File: src/rtl/bale_pkg.sv
// ----------------------------------------------------------------------------
// bale_pkg
// Shared types, field widths, request and status codes for the bounded
// array list engine.
// ----------------------------------------------------------------------------
package bale_pkg;

  // Fixed field widths of the request and result channels.
  localparam int unsigned DataW   = 32;
  localparam int unsigned TypeW   = 3;
  localparam int unsigned IdxW    = 8;
  localparam int unsigned StatusW = 3;

  // Default number of list entries.
  localparam int unsigned DefCapacity = 256;

  // Request codes.
  localparam logic [TypeW-1:0] ReqAppend = 3'd0;
  localparam logic [TypeW-1:0] ReqInsert = 3'd1;
  localparam logic [TypeW-1:0] ReqRemIdx = 3'd2;
  localparam logic [TypeW-1:0] ReqRemVal = 3'd3;
  localparam logic [TypeW-1:0] ReqGet    = 3'd4;

  // Status codes.
  localparam logic [StatusW-1:0] StOk       = 3'd0;
  localparam logic [StatusW-1:0] StBadIndex = 3'd1;
  localparam logic [StatusW-1:0] StEmpty    = 3'd2;
  localparam logic [StatusW-1:0] StNotFound = 3'd3;
  localparam logic [StatusW-1:0] StFull     = 3'd4;

  // Command from the sequencer that launches one pass of the shift walker.
  typedef struct packed {
    logic start;   // load pointer and remaining count this cycle
    logic down;    // walk toward lower addresses, moving entries up
    logic found;   // up walk: entries already move down by one place
  } walk_cmd_t;

  // Status of the shift walker back to the sequencer.
  typedef struct packed {
    logic busy;    // reads still to issue or read data still to consume
    logic found;   // up walk: a match was seen or removal was forced
  } walk_sts_t;

endpackage

File: src/rtl/bale_walker.sv
// ----------------------------------------------------------------------------
// bale_walker
// Shared shift and search unit. It walks a run of entries one read per
// cycle; a down walk writes each read word one place up, an up walk writes
// each one place down once found, comparing with the search key until then.
// ----------------------------------------------------------------------------
module bale_walker
  import bale_pkg::*;
#(
  parameter int unsigned AddrW = 8,
  parameter int unsigned LenW  = 9
) (
  input  logic             clk_i,
  input  logic             rst_ni,
  input  walk_cmd_t        cmd_i,
  input  logic [AddrW-1:0] ptr0_i,
  input  logic [LenW-1:0]  rem0_i,
  input  logic [DataW-1:0] key_i,
  input  logic [DataW-1:0] rd_data_i,
  output walk_sts_t        sts_o,
  output logic             rd_en_o,
  output logic [AddrW-1:0] rd_addr_o,
  output logic             wr_en_o,
  output logic [AddrW-1:0] wr_addr_o,
  output logic [DataW-1:0] wr_data_o
);

  logic [AddrW-1:0] ptr_q, ptr_d;
  logic [AddrW-1:0] pos_q, pos_d;
  logic [LenW-1:0]  rem_q, rem_d;
  logic             rv_q, rv_d;
  logic             down_q, down_d;
  logic             found_q, found_d;
  logic             issue;
  logic             match;

  assign issue = (rem_q != '0);
  assign match = (rd_data_i == key_i);

  // Pointer stepping and match tracking.
  always_comb begin
    ptr_d   = ptr_q;
    pos_d   = pos_q;
    rem_d   = rem_q;
    rv_d    = 1'b0;
    down_d  = down_q;
    found_d = found_q;
    if (cmd_i.start) begin
      ptr_d   = ptr0_i;
      rem_d   = rem0_i;
      down_d  = cmd_i.down;
      found_d = cmd_i.found;
    end else begin
      if (issue) begin
        ptr_d = down_q ? (ptr_q - AddrW'(1)) : (ptr_q + AddrW'(1));
        rem_d = rem_q - LenW'(1);
        pos_d = ptr_q;
        rv_d  = 1'b1;
      end
      if (rv_q && !down_q && !found_q && match) begin
        found_d = 1'b1;
      end
    end
  end

  // The read data of the previous cycle is written back one place over.
  always_comb begin
    wr_en_o   = 1'b0;
    wr_addr_o = pos_q + AddrW'(1);
    if (rv_q) begin
      if (down_q) begin
        wr_en_o = 1'b1;
      end else begin
        wr_en_o   = found_q;
        wr_addr_o = pos_q - AddrW'(1);
      end
    end
  end

  assign wr_data_o  = rd_data_i;
  assign rd_en_o    = issue && !cmd_i.start;
  assign rd_addr_o  = ptr_q;
  assign sts_o.busy  = issue || rv_q;
  assign sts_o.found = found_q;

  // Control state.
  always_ff @(posedge clk_i or negedge rst_ni) begin
    if (!rst_ni) begin
      rem_q   <= '0;
      rv_q    <= 1'b0;
      down_q  <= 1'b0;
      found_q <= 1'b0;
    end else begin
      rem_q   <= rem_d;
      rv_q    <= rv_d;
      down_q  <= down_d;
      found_q <= found_d;
    end
  end

  // Address registers.
  always_ff @(posedge clk_i) begin
    ptr_q <= ptr_d;
    pos_q <= pos_d;
  end

endmodule

File: config.mk
export PLATFORM = sky130hd
export DESIGN_NAME = bale_walker
export DESIGN_NICKNAME = d
export VERILOG_FILES = /design/src/rtl/bale_pkg.sv /design/src/rtl/bale_walker.sv
export SDC_FILE = /design/constraint.sdc
export NUM_CORES = 1
export LEC_CHECK = 0
export ABC_AREA = 1
export ABC_CLOCK_PERIOD_IN_PS = 2470
export BUFFER_PORTS_ARGS = -buffer_cell sky130_fd_sc_hd__buf_4
export CAP_MARGIN = 10
export CORE_MARGIN = 4
export CORE_UTILIZATION = 30
export DETAILED_ROUTE_END_ITERATION = 7
export GPL_TIMING_DRIVEN = 1
export HOLD_SLACK_MARGIN = 0.1
export PLACE_DENSITY = 0.62
export SYNTH_ARGS = -nofsm -noshare
export SYNTH_HDL_FRONTEND = slang
export SYNTH_SLANG_ARGS = --single-unit
File: constraint.sdc
create_clock -name clk_i -period 2.47 [get_ports clk_i]
set_clock_uncertainty 0.2 [all_clocks]
set_input_delay 0.1235 -clock clk_i [delete_from_list [all_inputs] [get_ports clk_i]]
set_output_delay 0.1235 -clock clk_i [all_outputs]
set_load 0.005 [all_outputs]
# After elaboration in Yosys (flattened, before gate mapping)
# Index checks and enable logic that the tools add are counted.
# Widths: inputs -> output; s select.
word_totals:
  register_bits: 28
  output_inout_bits: 52
op_classes:
  addsub: 5
  bitwise_logic: 1
  n_mux: 13
  n_reduce_logical: 12
  eq_ne: 1
ops:
  columns: ["cell", "count"]
  rows:
  - ["$mux 8", 5]
  - ["$eq 32x32->1", 1]
  - ["$mux 9", 2]
  - ["$add 8x1->8 const B", 2]
  - ["$sub 8x1->8 const B", 2]
  - ["$reduce_bool 9->1", 1]
  - ["$sub 9x1->9 const B", 1]
  - ["$mux 1", 6]
  - ["$logic_and 1x1->1", 4]
  - ["$reduce_bool 2->1", 2]
  - ["$logic_not 1->1", 3]
  - ["$reduce_and 2->1", 1]
  - ["$logic_or 1x1->1", 1]
  - ["$not 1->1", 1]

# Logic depth before layout (Yosys ltp)
# Gate-level depths: netlist of the first run.
depth:
  ltp_word: 6
  depth_mapped: 10
  depth_no_buf: 10

# Worst setup path after synthesis of the first run
# OpenSTA, ideal clock, no wires.
synth_timing:
  path_type: "register -> register"
  startpoint: "register down_q"
  endpoint: "register ptr_q[3] (netlist: rd_addr_o[3]), data pin"
  path_buffers: 0
  arrival_ns: 1.398
  slack_ns: 0.619
  period_less_slack_ns: 1.851
  path_stages_with_launch: 7
  path_cell_list: "dfrtp_1 ha_1 a21oi_1 nand2_1 or2_2 nand3_1 nand2_1"
synth_via:
  elab_chain_cells: 3
synth_rtl:
  columns: ["item", "line_no", "rtl"]
  rows:
  - ["start: declaration", "bale_walker.sv:32", "logic down_q, down_d;"]
  - ["start signal: assignment", "bale_walker.sv:96", "down_q <= down_d;"]
  - ["$mux 8", "bale_walker.sv:55", "ptr_d = down_q ? (ptr_q - AddrW'(1)) : (ptr_q + AddrW'(1));"]
  - ["$mux 8", "bale_walker.sv:54", "if (issue) begin"]
  - ["$mux 8", "bale_walker.sv:48", "if (cmd_i.start) begin"]
  - ["named net ptr_d[3]", "bale_walker.sv:28", "logic [AddrW-1:0] ptr_q, ptr_d;"]
  - ["end signal: assignment", "bale_walker.sv:103", "ptr_q <= ptr_d;"]
  - ["end: declaration", "bale_walker.sv:28", null]
# The timed path passes the listed nets, and every way through them passes these cells. The select of a mux whose other input is x is not followed.
# A chain may end at the register's enable or synchronous reset.

# Worst setup path in the final report of the first run
layout_timing:
  startpoint: "register rem_q[0]"
  endpoint: "register rem_q[2]"
layout_via:
  elab_chain_cells: 3
layout_rtl:
  columns: ["item", "line_no", "rtl"]
  rows:
  - ["start: declaration", "bale_walker.sv:30", "logic [LenW-1:0] rem_q, rem_d;"]
  - ["start signal: assignment", "bale_walker.sv:94", "rem_q <= rem_d;"]
  - ["$sub 9x1->9", "bale_walker.sv:56", "rem_d = rem_q - LenW'(1);"]
  - ["$mux 9", "bale_walker.sv:54", null]
  - ["$mux 9", "bale_walker.sv:48", null]
# Parallel ways exist; a longest one is shown, timed or not. The select of a mux whose other input is x is not followed.

==> qor.txt, run 1 <==
outcome -> finished clean
post-synthesis register bit count -> 28
Slew headroom -> 62.73%
Reg-to-Reg Start -> rem_q[0]$_DFFE_PN0P_
GRT overflow -> 0
vias in the first global route -> 2653
fmax -> 437.9 MHz
Hold WC Path Type -> in2reg
initial DRC count -> 71
layout cells sized above 1 -> 33.13%
DR WL met3 -> 321 um
I/O Buffers -> 137
worst setup path start -> rem_q[0]$_DFFE_PN0P_
Layout fillers -> 826
syn_nets -> 459
CTS tree -> yes
CTS max path bufs -> 2
Num Clock Sinks -> 28
Fin Hold WS -> 117.7 ps
H-Tree Depth -> 1
pin count of the biggest net entering global routing -> 25
max-slew violation count -> 0
Die Span Y -> 100.9 um
r2r worst-path depth -> 10
PnR Total Power -> 1784 uW
worst slew pin tran -> 557.2 ps
RSZ-0062 raised after global routing -> no
arrival time worst endpoint -> 2270 ps
hpwl dp -> 5835 um
Synth Instances -> 363
average cell area after synthesis -> 7.125 um2
crit path capture type -> flip-flop
Setup Viol. Count Final -> 0
Critical Path RT -> 2450 ps
Final min period -> 2284 ps
GRT Total Usage -> 13.79%
end of the critical path -> rem_q[2]$_DFFE_PN0P_
FF-to-FF End -> rem_q[2]$_DFFE_PN0P_
initial antenna violation count -> 0
Crit Path Max Fanout -> 14
register-to-register setup slack -> 190 ps
first-pass GRT wire length -> 11490 um
routability cong. -> 0.8057
core area -> 8299 um2
setup TNS -> 0 ps
WS Path Type -> reg2reg
DR vias -> 2570
crit path launch type -> flip-flop
most frequent cells in the layout -> 137 x buf_4, 98 x nand2_1, 62 x inv_1, 30 x dlygate4sd3_1, 29 x nor2_1
register clock-pin slew on the reported worst setup and hold paths -> 90 ps
Detailed Routing Iterations Pass 1 -> 4
DRC -> 0
Initial Utilization -> 31.16%
PD cells -> 462.5 nW/um2
Peak VDD IR -> 0.0003438 V
fin crit share -> 92.45%
fin nets -> 595
# IOs -> 138
post-route ant nets -> 0
Yosys cell types -> 37
top sig layer -> met4
Placement Rows -> 33
LEAKAGE -> 0.002032 uW
met1 wire length -> 2931 um
sequential area share after synthesis -> 30.19%
met2 wire len -> 3745 um
die width -> 100.9 um
Vias/cell -> 4.262
area delta synth->final -> 49.15%
max_cap viols -> 0
DIE AREA -> 10170 um2
Synth Cell Area -> 2586 um2
Final Hold Fails -> 0
Routed wire per std cell -> 11.63 um
clock root buffer -> clkbuf_8
TritonCTS Buffers -> 3
commonest non-fill, non-tap cell in the layout -> buf_4
clk_lat worst skew -> 290 ps
Ys Warns -> 0
ANT cells -> 0
wire length after detailed routing -> 7013 um
## worst min-delay path by stage
stage,startpoint,end,slack (ps),depth (start not counted)
finish,cmd_i[2],rem_q[6]$_DFFE_PN0P_,120,2
global route,cmd_i[2],rem_q[6]$_DFFE_PN0P_,110,2
CTS,cmd_i[2],rd_addr_o[0]$_DFFE_PP_,100,2
detailed placement,rst_ni,rem_q[1]$_DFFE_PN0P_,-220,1
global placement,rst_ni,rem_q[3]$_DFFE_PN0P_,-220,1
floorplan,rst_ni,down_q$_DFFE_PN0P_,-370,0
## flip-flops by register name (all words and copies together) (netlist names)
signal,count
rem_q,9
pos_q,8
rd_addr_o,8
down_q,1
found_q,1
rv_q,1
## area by class of cell
| type | count | area [um2] | area share [%] |
|---|---|---|---|
| timing repair buffer | 167 | 1329 | 34.45 |
| multi-input combinational | 231 | 1286 | 33.34 |
| sequential | 28 | 782.0 | 20.27 |
| inverter | 68 | 257.7 | 6.682 |
| tap | 105 | 131.4 | 3.406 |
| clock buffer | 3 | 41.29 | 1.070 |
| clock inverter | 1 | 30.03 | 0.7785 |
## worst max-delay path, cell delays in order, from the launching register on
cell and delay (ps):
dfrtp_1 410, inv_1 110, ha_1 230, nand2_2 110, nor2_4 160, nand2_4 80, nand2_4 80, inv_4 90
a22oi_2 120, dlygate4sd3_1 560, inv_1 40
## per-stage QoR
| stage | setup slack [ps] | cells | util, % | cell area [um2] |
|---|---|---|---|---|
| floorplan | 619.4 | 363 | - | 2586 |
| global placement | 491.8 | 569 | 41.99 | 3485 |
| CTS | 182.7 | 603 | 46.46 | 3856 |
| global route | 53.25 | 603 | 46.48 | 3857 |
| detailed placement | 465.0 | 569 | 41.99 | 3485 |
| finish | 186.4 | 603 | 46.48 | 3857 |
## where the power goes
group | leakage, uW | total [uW] | internal (uW) | switching [uW]
clock | 0.0000357 | 372 | 217 | 154
sequential | 0.000305 | 664 | 589 | 74.5
combinational | 0.00169 | 748 | 412 | 336
total | 0.00203 | 1780 | 1220 | 565
## logic make-up (layout without fill, tap and decap cells)
| group | after synthesis | after routing | share of synthesized area [%] |
|---|---|---|---|
| adders and majority gates | 10 | 10 | 5.128 |
| AOI/OAI and AO/OA | 39 | 39 | 9.483 |
| xor gates and xnor gates | 26 | 26 | 8.805 |
| buffers and inverters | 104 | 239 | 20.08 |
| DFF | 28 | 28 | 30.19 |
| and+or+nand+nor | 156 | 156 | 26.32 |
## routing by layer
| layer | up-vias | track usage (%) |
|---|---|---|
| met1 | 1138 | 16.66 |
| met5 | - | 0 |
| li1 | 1365 | - |
| met3 | 3 | 2.215 |
| met4 | 0 | 1.244 |
| met2 | 64 | 26.33 |
## cell usage after synthesis (all sizes together)
cell    instances  area [um2]
nand2         102       407.9
inv            68       257.8
buf            35       257.8
nor2           33       143.9
xnor2          19       166.4
o21ai          17       88.84
edfxtp         16       480.5
dfrtp          12       300.3
nand3          12       70.07
ha              9       112.6
a21oi           8       40.04
xor2            7       61.31
a31oi           4       25.02
nand4           3       18.77
nor3            3       20.02
o211ai          3       32.53
a22o            2       17.52
o31ai           2       15.01
or2             2       12.51
a21o            1       7.510
a22oi           1       12.51
clkbuf          1       3.750
fa              1       20.02
nand3b          1       7.510
o22ai           1       6.260
## repair_timing
| item | 4_1_cts | 5_1_grt |
|---|---|---|
| hold endpoints to repair | 31 | 0 |
| gates resized for setup | 0 | 1 |
| hold buffers | 30 | 0 |
| setup buffers | 0 | 0 |
| setup endpoints to repair | 0 | 1 |
Power figures use the tool's default switching activity.
==> run 2, diff against run 1 <==
--- a/config.mk
+++ b/config.mk
@@ -6,7 +6,6 @@
 export NUM_CORES = 1
 export LEC_CHECK = 0
 export ABC_AREA = 1
-export ABC_CLOCK_PERIOD_IN_PS = 2470
 export BUFFER_PORTS_ARGS = -buffer_cell sky130_fd_sc_hd__buf_4
 export CAP_MARGIN = 10
 export CORE_MARGIN = 4
@@ -15,6 +14,7 @@
 export GPL_TIMING_DRIVEN = 1
 export HOLD_SLACK_MARGIN = 0.1
 export PLACE_DENSITY = 0.62
+export RECOVER_POWER = 100
 export SYNTH_ARGS = -nofsm -noshare
 export SYNTH_HDL_FRONTEND = slang
 export SYNTH_SLANG_ARGS = --single-unit
==> qor.txt, run 2 (same netlist as run 1, synthesis figures left out) <==
HP Start -> cmd_i[2]
fin crit share -> 94.94% (+2.5 points)
RSZ-0062 raised after global routing -> no
ANT cells -> 0 (unchanged)
pin count of the biggest net entering global routing -> 25 (unchanged)
CTS max path bufs -> 2 (unchanged)
Vias/cell -> 4.252 (-0.23%)
fmax -> 426.5 MHz (-2.6%)
Placement Rows -> 33 (unchanged)
Final Hold Fails -> 0 (unchanged)
DR vias -> 2564 (-0.23%)
PD cells -> 461.6 nW/um2 (-0.18%)
clock root buffer -> clkbuf_8
layout cells sized above 1 -> 30.52% (-2.6 points)
most frequent cells in the layout -> 99 x nand2_1, 86 x buf_4, 64 x inv_1, 45 x clkbuf_4
WS Path Type -> reg2reg
Crit Path Max Fanout -> 14 (unchanged)
wire length after detailed routing -> 7037 um (+0.34%)
arrival time worst endpoint -> 2330 ps (+60 ps)
Final min period -> 2345 ps (+61.37 ps)
LEAKAGE -> 0.001994 uW (-1.9%)
initial DRC count -> 77 (+8.5%)
H-Tree Depth -> 1 (unchanged)
Layout fillers -> 839 (+1.6%)
DRC -> 0 (unchanged)
CTS tree -> yes
FF-to-FF End -> rem_q[2]$_DFFE_PN0P_
Num Clock Sinks -> 28 (unchanged)
Slew headroom -> 61.69% (-1.0 points)
routability cong. -> 0.8057 (unchanged)
# IOs -> 138 (unchanged)
commonest non-fill, non-tap cell in the layout -> nand2_1
GRT Total Usage -> 13.79% (unchanged)
GRT overflow -> 0 (unchanged)
crit path capture type -> flip-flop
I/O Buffers -> 137 (unchanged)
area delta synth->final -> 47.31%
Hold Path Cell Cnt -> 2 (unchanged)
Hold WC Path Type -> in2reg
Reg-to-Reg Start -> rem_q[0]$_DFFE_PN0P_
setup TNS -> 0 ps (unchanged)
clk_lat worst skew -> 280 ps (about the same)
Hold EP -> rem_q[6]$_DFFE_PN0P_
Initial Utilization -> 31.16% (unchanged)
crit path launch type -> flip-flop
register-to-register setup slack -> 130 ps (-60 ps)
final core area utilization -> 45.91% (-0.57 points)
die width -> 100.9 um (unchanged)
hpwl dp -> 5835 um (unchanged)
flip-flop count of the largest register after layout -> 9 (unchanged)
DIE AREA -> 10170 um2 (unchanged)
max_cap viols -> 0 (unchanged)
vias in the first global route -> 2653 (unchanged)
Setup Viol. Count Final -> 0 (unchanged)
core area -> 8299 um2 (unchanged)
fin nets -> 595 (unchanged)
post-route ant nets -> 0 (unchanged)
outcome -> finished clean
Routed wire per std cell -> 11.67 um (+0.34%)
worst slew pin tran -> 572.8 ps (+15.54 ps)
Critical Path RT -> 2450 ps (about the same)
Detailed Routing Iterations Pass 1 -> 4 (unchanged)
register clock-pin slew on the reported worst setup and hold paths -> 90 ps (about the same)
max-slew violation count -> 0 (unchanged)
r2r worst-path depth -> 10 (unchanged)
initial antenna violation count -> 0 (unchanged)
register bank with the most flops -> rem_q
first-pass GRT wire length -> 11490 um (unchanged)
TritonCTS Buffers -> 3 (unchanged)
Peak VDD IR -> 0.0003421 V (-0.48%)
Die Span Y -> 100.9 um (unchanged)
run 2: power by group:
group / internal [uW] / switching [uW]
clock network: 217 / 154
logic: 392 / 332
registers: 589 / 74.2
total: 1200 / 560
run 2: metrics by stage:
step / hold WS (ps) / worst slack, ps / cells / total power, uW / instance area (um2)
after floorplan: -372.1 / 619.4 / 363 / 1072 / 2586
after global placement: -223.7 / 491.8 / 569 / 1371 / 3485
after detailed placement: -220.9 / 465.0 / 569 / 1386 / 3485
after CTS: 103.2 / 182.7 / 603 / 1809 / 3856
after global routing: 94.97 / 32.83 / 603 / 1904 / 3810
final: 102.9 / 125.1 / 603 / 1759 / 3810
run 2: what timing repair did:
action                                 CTS  global route
setup endpoints to repair                0             1
gates resized for setup                  0             1
buffers inserted                         0             0
hold buffers                            30             0
endpoints found under the hold margin   31             0
run 2: how the worst max path moves through the flow:
| stage | from | endpoint | slack, ps | depth (start not counted) |
|---|---|---|---|---|
| after global placement | down_q$_DFFE_PN0P_ | rd_addr_o[5]$_DFFE_PP_ | 490 | 6 |
| after global routing | rem_q[0]$_DFFE_PN0P_ | rem_q[2]$_DFFE_PN0P_ | 30 | 10 |
| after CTS | rem_q[0]$_DFFE_PN0P_ | rem_q[2]$_DFFE_PN0P_ | 180 | 10 |
| after floorplan | down_q$_DFFE_PN0P_ | rd_addr_o[3]$_DFFE_PP_ | 620 | 6 |
| after detailed placement | down_q$_DFFE_PN0P_ | rd_addr_o[6]$_DFFE_PP_ | 470 | 9 |
| final | rem_q[0]$_DFFE_PN0P_ | rem_q[2]$_DFFE_PN0P_ | 130 | 10 |
run 2: cell type report:
cell class / count / area (um2) / share of cell area (%)
Clock buffer: 3 / 41.29 / 1.084
Clock inverter: 1 / 30.03 / 0.7882
Inverter: 68 / 257.7 / 6.765
Multi-Input combinational cell: 231 / 1261 / 33.10
Sequential cell: 28 / 782.0 / 20.53
Tap cell: 105 / 131.4 / 3.448
Timing Repair Buffer: 167 / 1306 / 34.29
run 2: layer usage:
layer / track usage [%] / share of wire (%)
met5: 0 / 0
met3: 2.215 / 4.9
met4: 1.244 / 0
met2: 26.33 / 54
met1: 16.66 / 41
run 2: critical path: stages, from the launching register on:
cell           delay, ps
dfrtp_1              410
inv_1                110
ha_1                 220
nand2_1              140
nor2_4               180
nand2_4               70
nand2_4               80
inv_4                 90
a22oi_1              150
dlygate4sd3_1        570
inv_1                 40
==> run 3, diff against run 2 <==
==> constraint.sdc (replaced) <==
create_clock -name clk_i -period 2.55 [get_ports clk_i]
set_clock_uncertainty 0.2 [all_clocks]
set_input_delay 0.1275 -clock clk_i [delete_from_list [all_inputs] [get_ports clk_i]]
set_output_delay 0.1275 -clock clk_i [all_outputs]
set_load 0.005 [all_outputs]
==> qor.txt, run 3 (same netlist as run 1, synthesis figures left out) <==
DR vias -> 2549 (-0.59%)
WS Path Type -> reg2reg
Num Clock Sinks -> 28 (unchanged)
worst slew pin tran -> 575.1 ps (+2.297 ps)
routability cong. -> 0.8069 (+0.15%)
worst setup path start -> down_q$_DFFE_PN0P_
Worst Path Buf+Inv -> 2 (-2)
TritonCTS Buffers -> 3 (unchanged)
Initial Utilization -> 31.16% (unchanged)
Reg-to-Reg Start -> down_q$_DFFE_PN0P_
sw power -> 530.9 uW (-5.2%)
max_cap viols -> 0 (unchanged)
CP cell instances -> inv_2 -> nand2_4 -> nor2_1 -> nand2_1 -> nor2_1 -> nand2_1 -> nor2_1 -> nand3_1 -> a21oi_1 -> dlygate4sd3_1
GRT Total Usage -> 13.60% (-0.18 points)
WP depth -> 10 (unchanged)
ANT cells -> 0 (unchanged)
max-slew violation count -> 0 (unchanged)
setup TNS -> 0 ps (unchanged)
Crit Path Max Fanout -> 9 (-5)
Hold WC Path Type -> in2reg
CTS max path bufs -> 2 (unchanged)
fin crit share -> 88.37% (-6.6 points)
Detailed Routing Iterations Pass 1 -> 4 (unchanged)
clock root buffer -> clkbuf_8
first-pass GRT wire length -> 11370 um (-1.0%)
Vias/cell -> 4.241 (-0.25%)
pin count of the biggest net entering global routing -> 25 (unchanged)
wire length after detailed routing -> 7007 um (-0.43%)
met1 wire length -> 2972 um (+2.5%)
register bank with the most flops -> rem_q
Logic pwr share -> 41.3% (about the same)
most frequent cells in the layout -> 100 x nand2_1, 86 x buf_4, 64 x inv_1, 45 x clkbuf_4, 32 x nor2_1
fmax -> 443.8 MHz (+4.1%)
CTS resizes -> 0 (unchanged)
Fin Hold WS -> 114.4 ps (+11.57 ps)
crit path capture type -> flip-flop
crit path launch type -> flip-flop
Routed wire per std cell -> 11.66 um (about the same)
most frequent CP cell -> nor2_1
Placement Rows -> 33 (unchanged)
met2 wire len -> 3715 um (-2.1%)
r2r worst-path depth -> 10 (unchanged)
Final min period -> 2253 ps (-91.55 ps)
DIE AREA -> 10170 um2 (unchanged)
register clock-pin slew on the reported worst setup and hold paths -> 90 ps (about the same)
Final Hold Fails -> 0 (unchanged)
# IOs -> 138 (unchanged)
vias in the first global route -> 2587 (-2.5%)
crit-path max cell delay -> 550 ps (-20 ps)
Critical Path RT -> 2560 ps (+110 ps)
top sig layer -> met3
initial antenna violation count -> 0 (unchanged)
DR WL met3 -> 319 um (-7.3%)
post-route ant nets -> 0 (unchanged)
DRC -> 0 (unchanged)
clk_lat worst skew -> 270 ps (about the same)
Clk pwr share -> 20.7% (-0.4 points)
register-to-register setup slack -> 300 ps (+170 ps)
fin nets -> 593 (-0.34%)
end of the critical path -> found_q$_DFFE_PN0P_
H-Tree Depth -> 1 (unchanged)
commonest non-fill, non-tap cell in the layout -> nand2_1
Layout fillers -> 835 (-0.48%)
hpwl dp -> 5841 um (+0.11%)
Crit-path slowest cell -> dlygate4sd3_1
GRT overflow -> 0 (unchanged)
Die Span Y -> 100.9 um (unchanged)
FF-to-FF End -> found_q$_DFFE_PN0P_
initial DRC count -> 51 (-34%)
switching power share of the total -> 31.48% (-0.37 points)
Slew headroom -> 61.54% (-0.15 points)
Setup Viol. Count Final -> 0 (unchanged)
PD cells -> 447.8 nW/um2 (-3.0%)
area delta synth->final -> 45.62%
Pint -> 1156 uW (-3.6%)
# Post-CTS Setup Buffers -> 0 (unchanged)
outcome -> finished clean
layout cells sized above 1 -> 29.64% (-0.88 points)
CTS tree -> yes
die width -> 100.9 um (unchanged)
flip-flop count of the largest register after layout -> 9 (unchanged)
final core area utilization -> 45.38% (-0.53 points)
Seq pwr share -> 38.1% (+0.4 points)
Hold-fix buffers, CTS -> 28 (-6.7%)
arrival time worst endpoint -> 2270 ps (-60 ps)
core area -> 8299 um2 (unchanged)
Peak VDD IR -> 0.0003411 V (-0.29%)
I/O Buffers -> 137 (unchanged)
LEAKAGE -> 0.001987 uW (-0.37%)
RSZ-0062 raised after global routing -> no
Worst path top cell family by delay -> buffers and inverters
==> run 3: stage by stage <==
| step | power, uW | cells | area [um2] | setup WS, ps |
|---|---|---|---|---|
| floorplan | 1038 | 363 | 2586 | 699.4 |
| global placement | 1329 | 569 | 3485 | 571.3 |
| detailed placement | 1344 | 569 | 3485 | 536.3 |
| CTS | 1733 | 601 | 3836 | 290.1 |
| global route | 1818 | 601 | 3766 | 58.09 |
| finish | 1686 | 601 | 3766 | 296.6 |
==> run 3: layer usage <==
| metal | track usage [%] | up-vias |
|---|---|---|
| met1 | 17.02 | 1132 |
| li1 | - | 1356 |
| met3 | 2.007 | 0 |
| met5 | 0 | - |
| met4 | 0.7254 | 0 |
| met2 | 25.67 | 61 |
==> run 3: area by class of cell <==
type                       instances  area [um2]  share of cell area (%)
timing repair buffer             165        1286                   34.15
clock buffer                       3       41.29                   1.096
multi-input combinational        231        1239                   32.89
clock inverter                     1       30.03                  0.7973
tap                              105       131.4                   3.488
inverter                          68       257.7                   6.844
sequential                        28       780.7                   20.73
==> run 3: worst min-delay path by stage <==
stage | from | to | slack, ps | depth (start not counted)
after global routing | cmd_i[2] | rem_q[6]$_DFFE_PN0P_ | 120 | 2
after CTS | cmd_i[2] | rem_q[2]$_DFFE_PN0P_ | 110 | 3
after floorplan | rst_ni | down_q$_DFFE_PN0P_ | -370 | 0
final | cmd_i[2] | rem_q[6]$_DFFE_PN0P_ | 110 | 2
after global placement | rst_ni | rem_q[3]$_DFFE_PN0P_ | -220 | 1
after detailed placement | rst_ni | rem_q[1]$_DFFE_PN0P_ | -220 | 1
==> run 3: power by group through the flow <==
stage	logic [uW]	clock network [uW]	registers, uW
2_1_floorplan	401	0	637
3_3_place_gp	677	0	651
3_5_place_dp	690	0	654
4_1_cts	731	358	644
5_1_grt	787	375	656
6_report	696	349	642
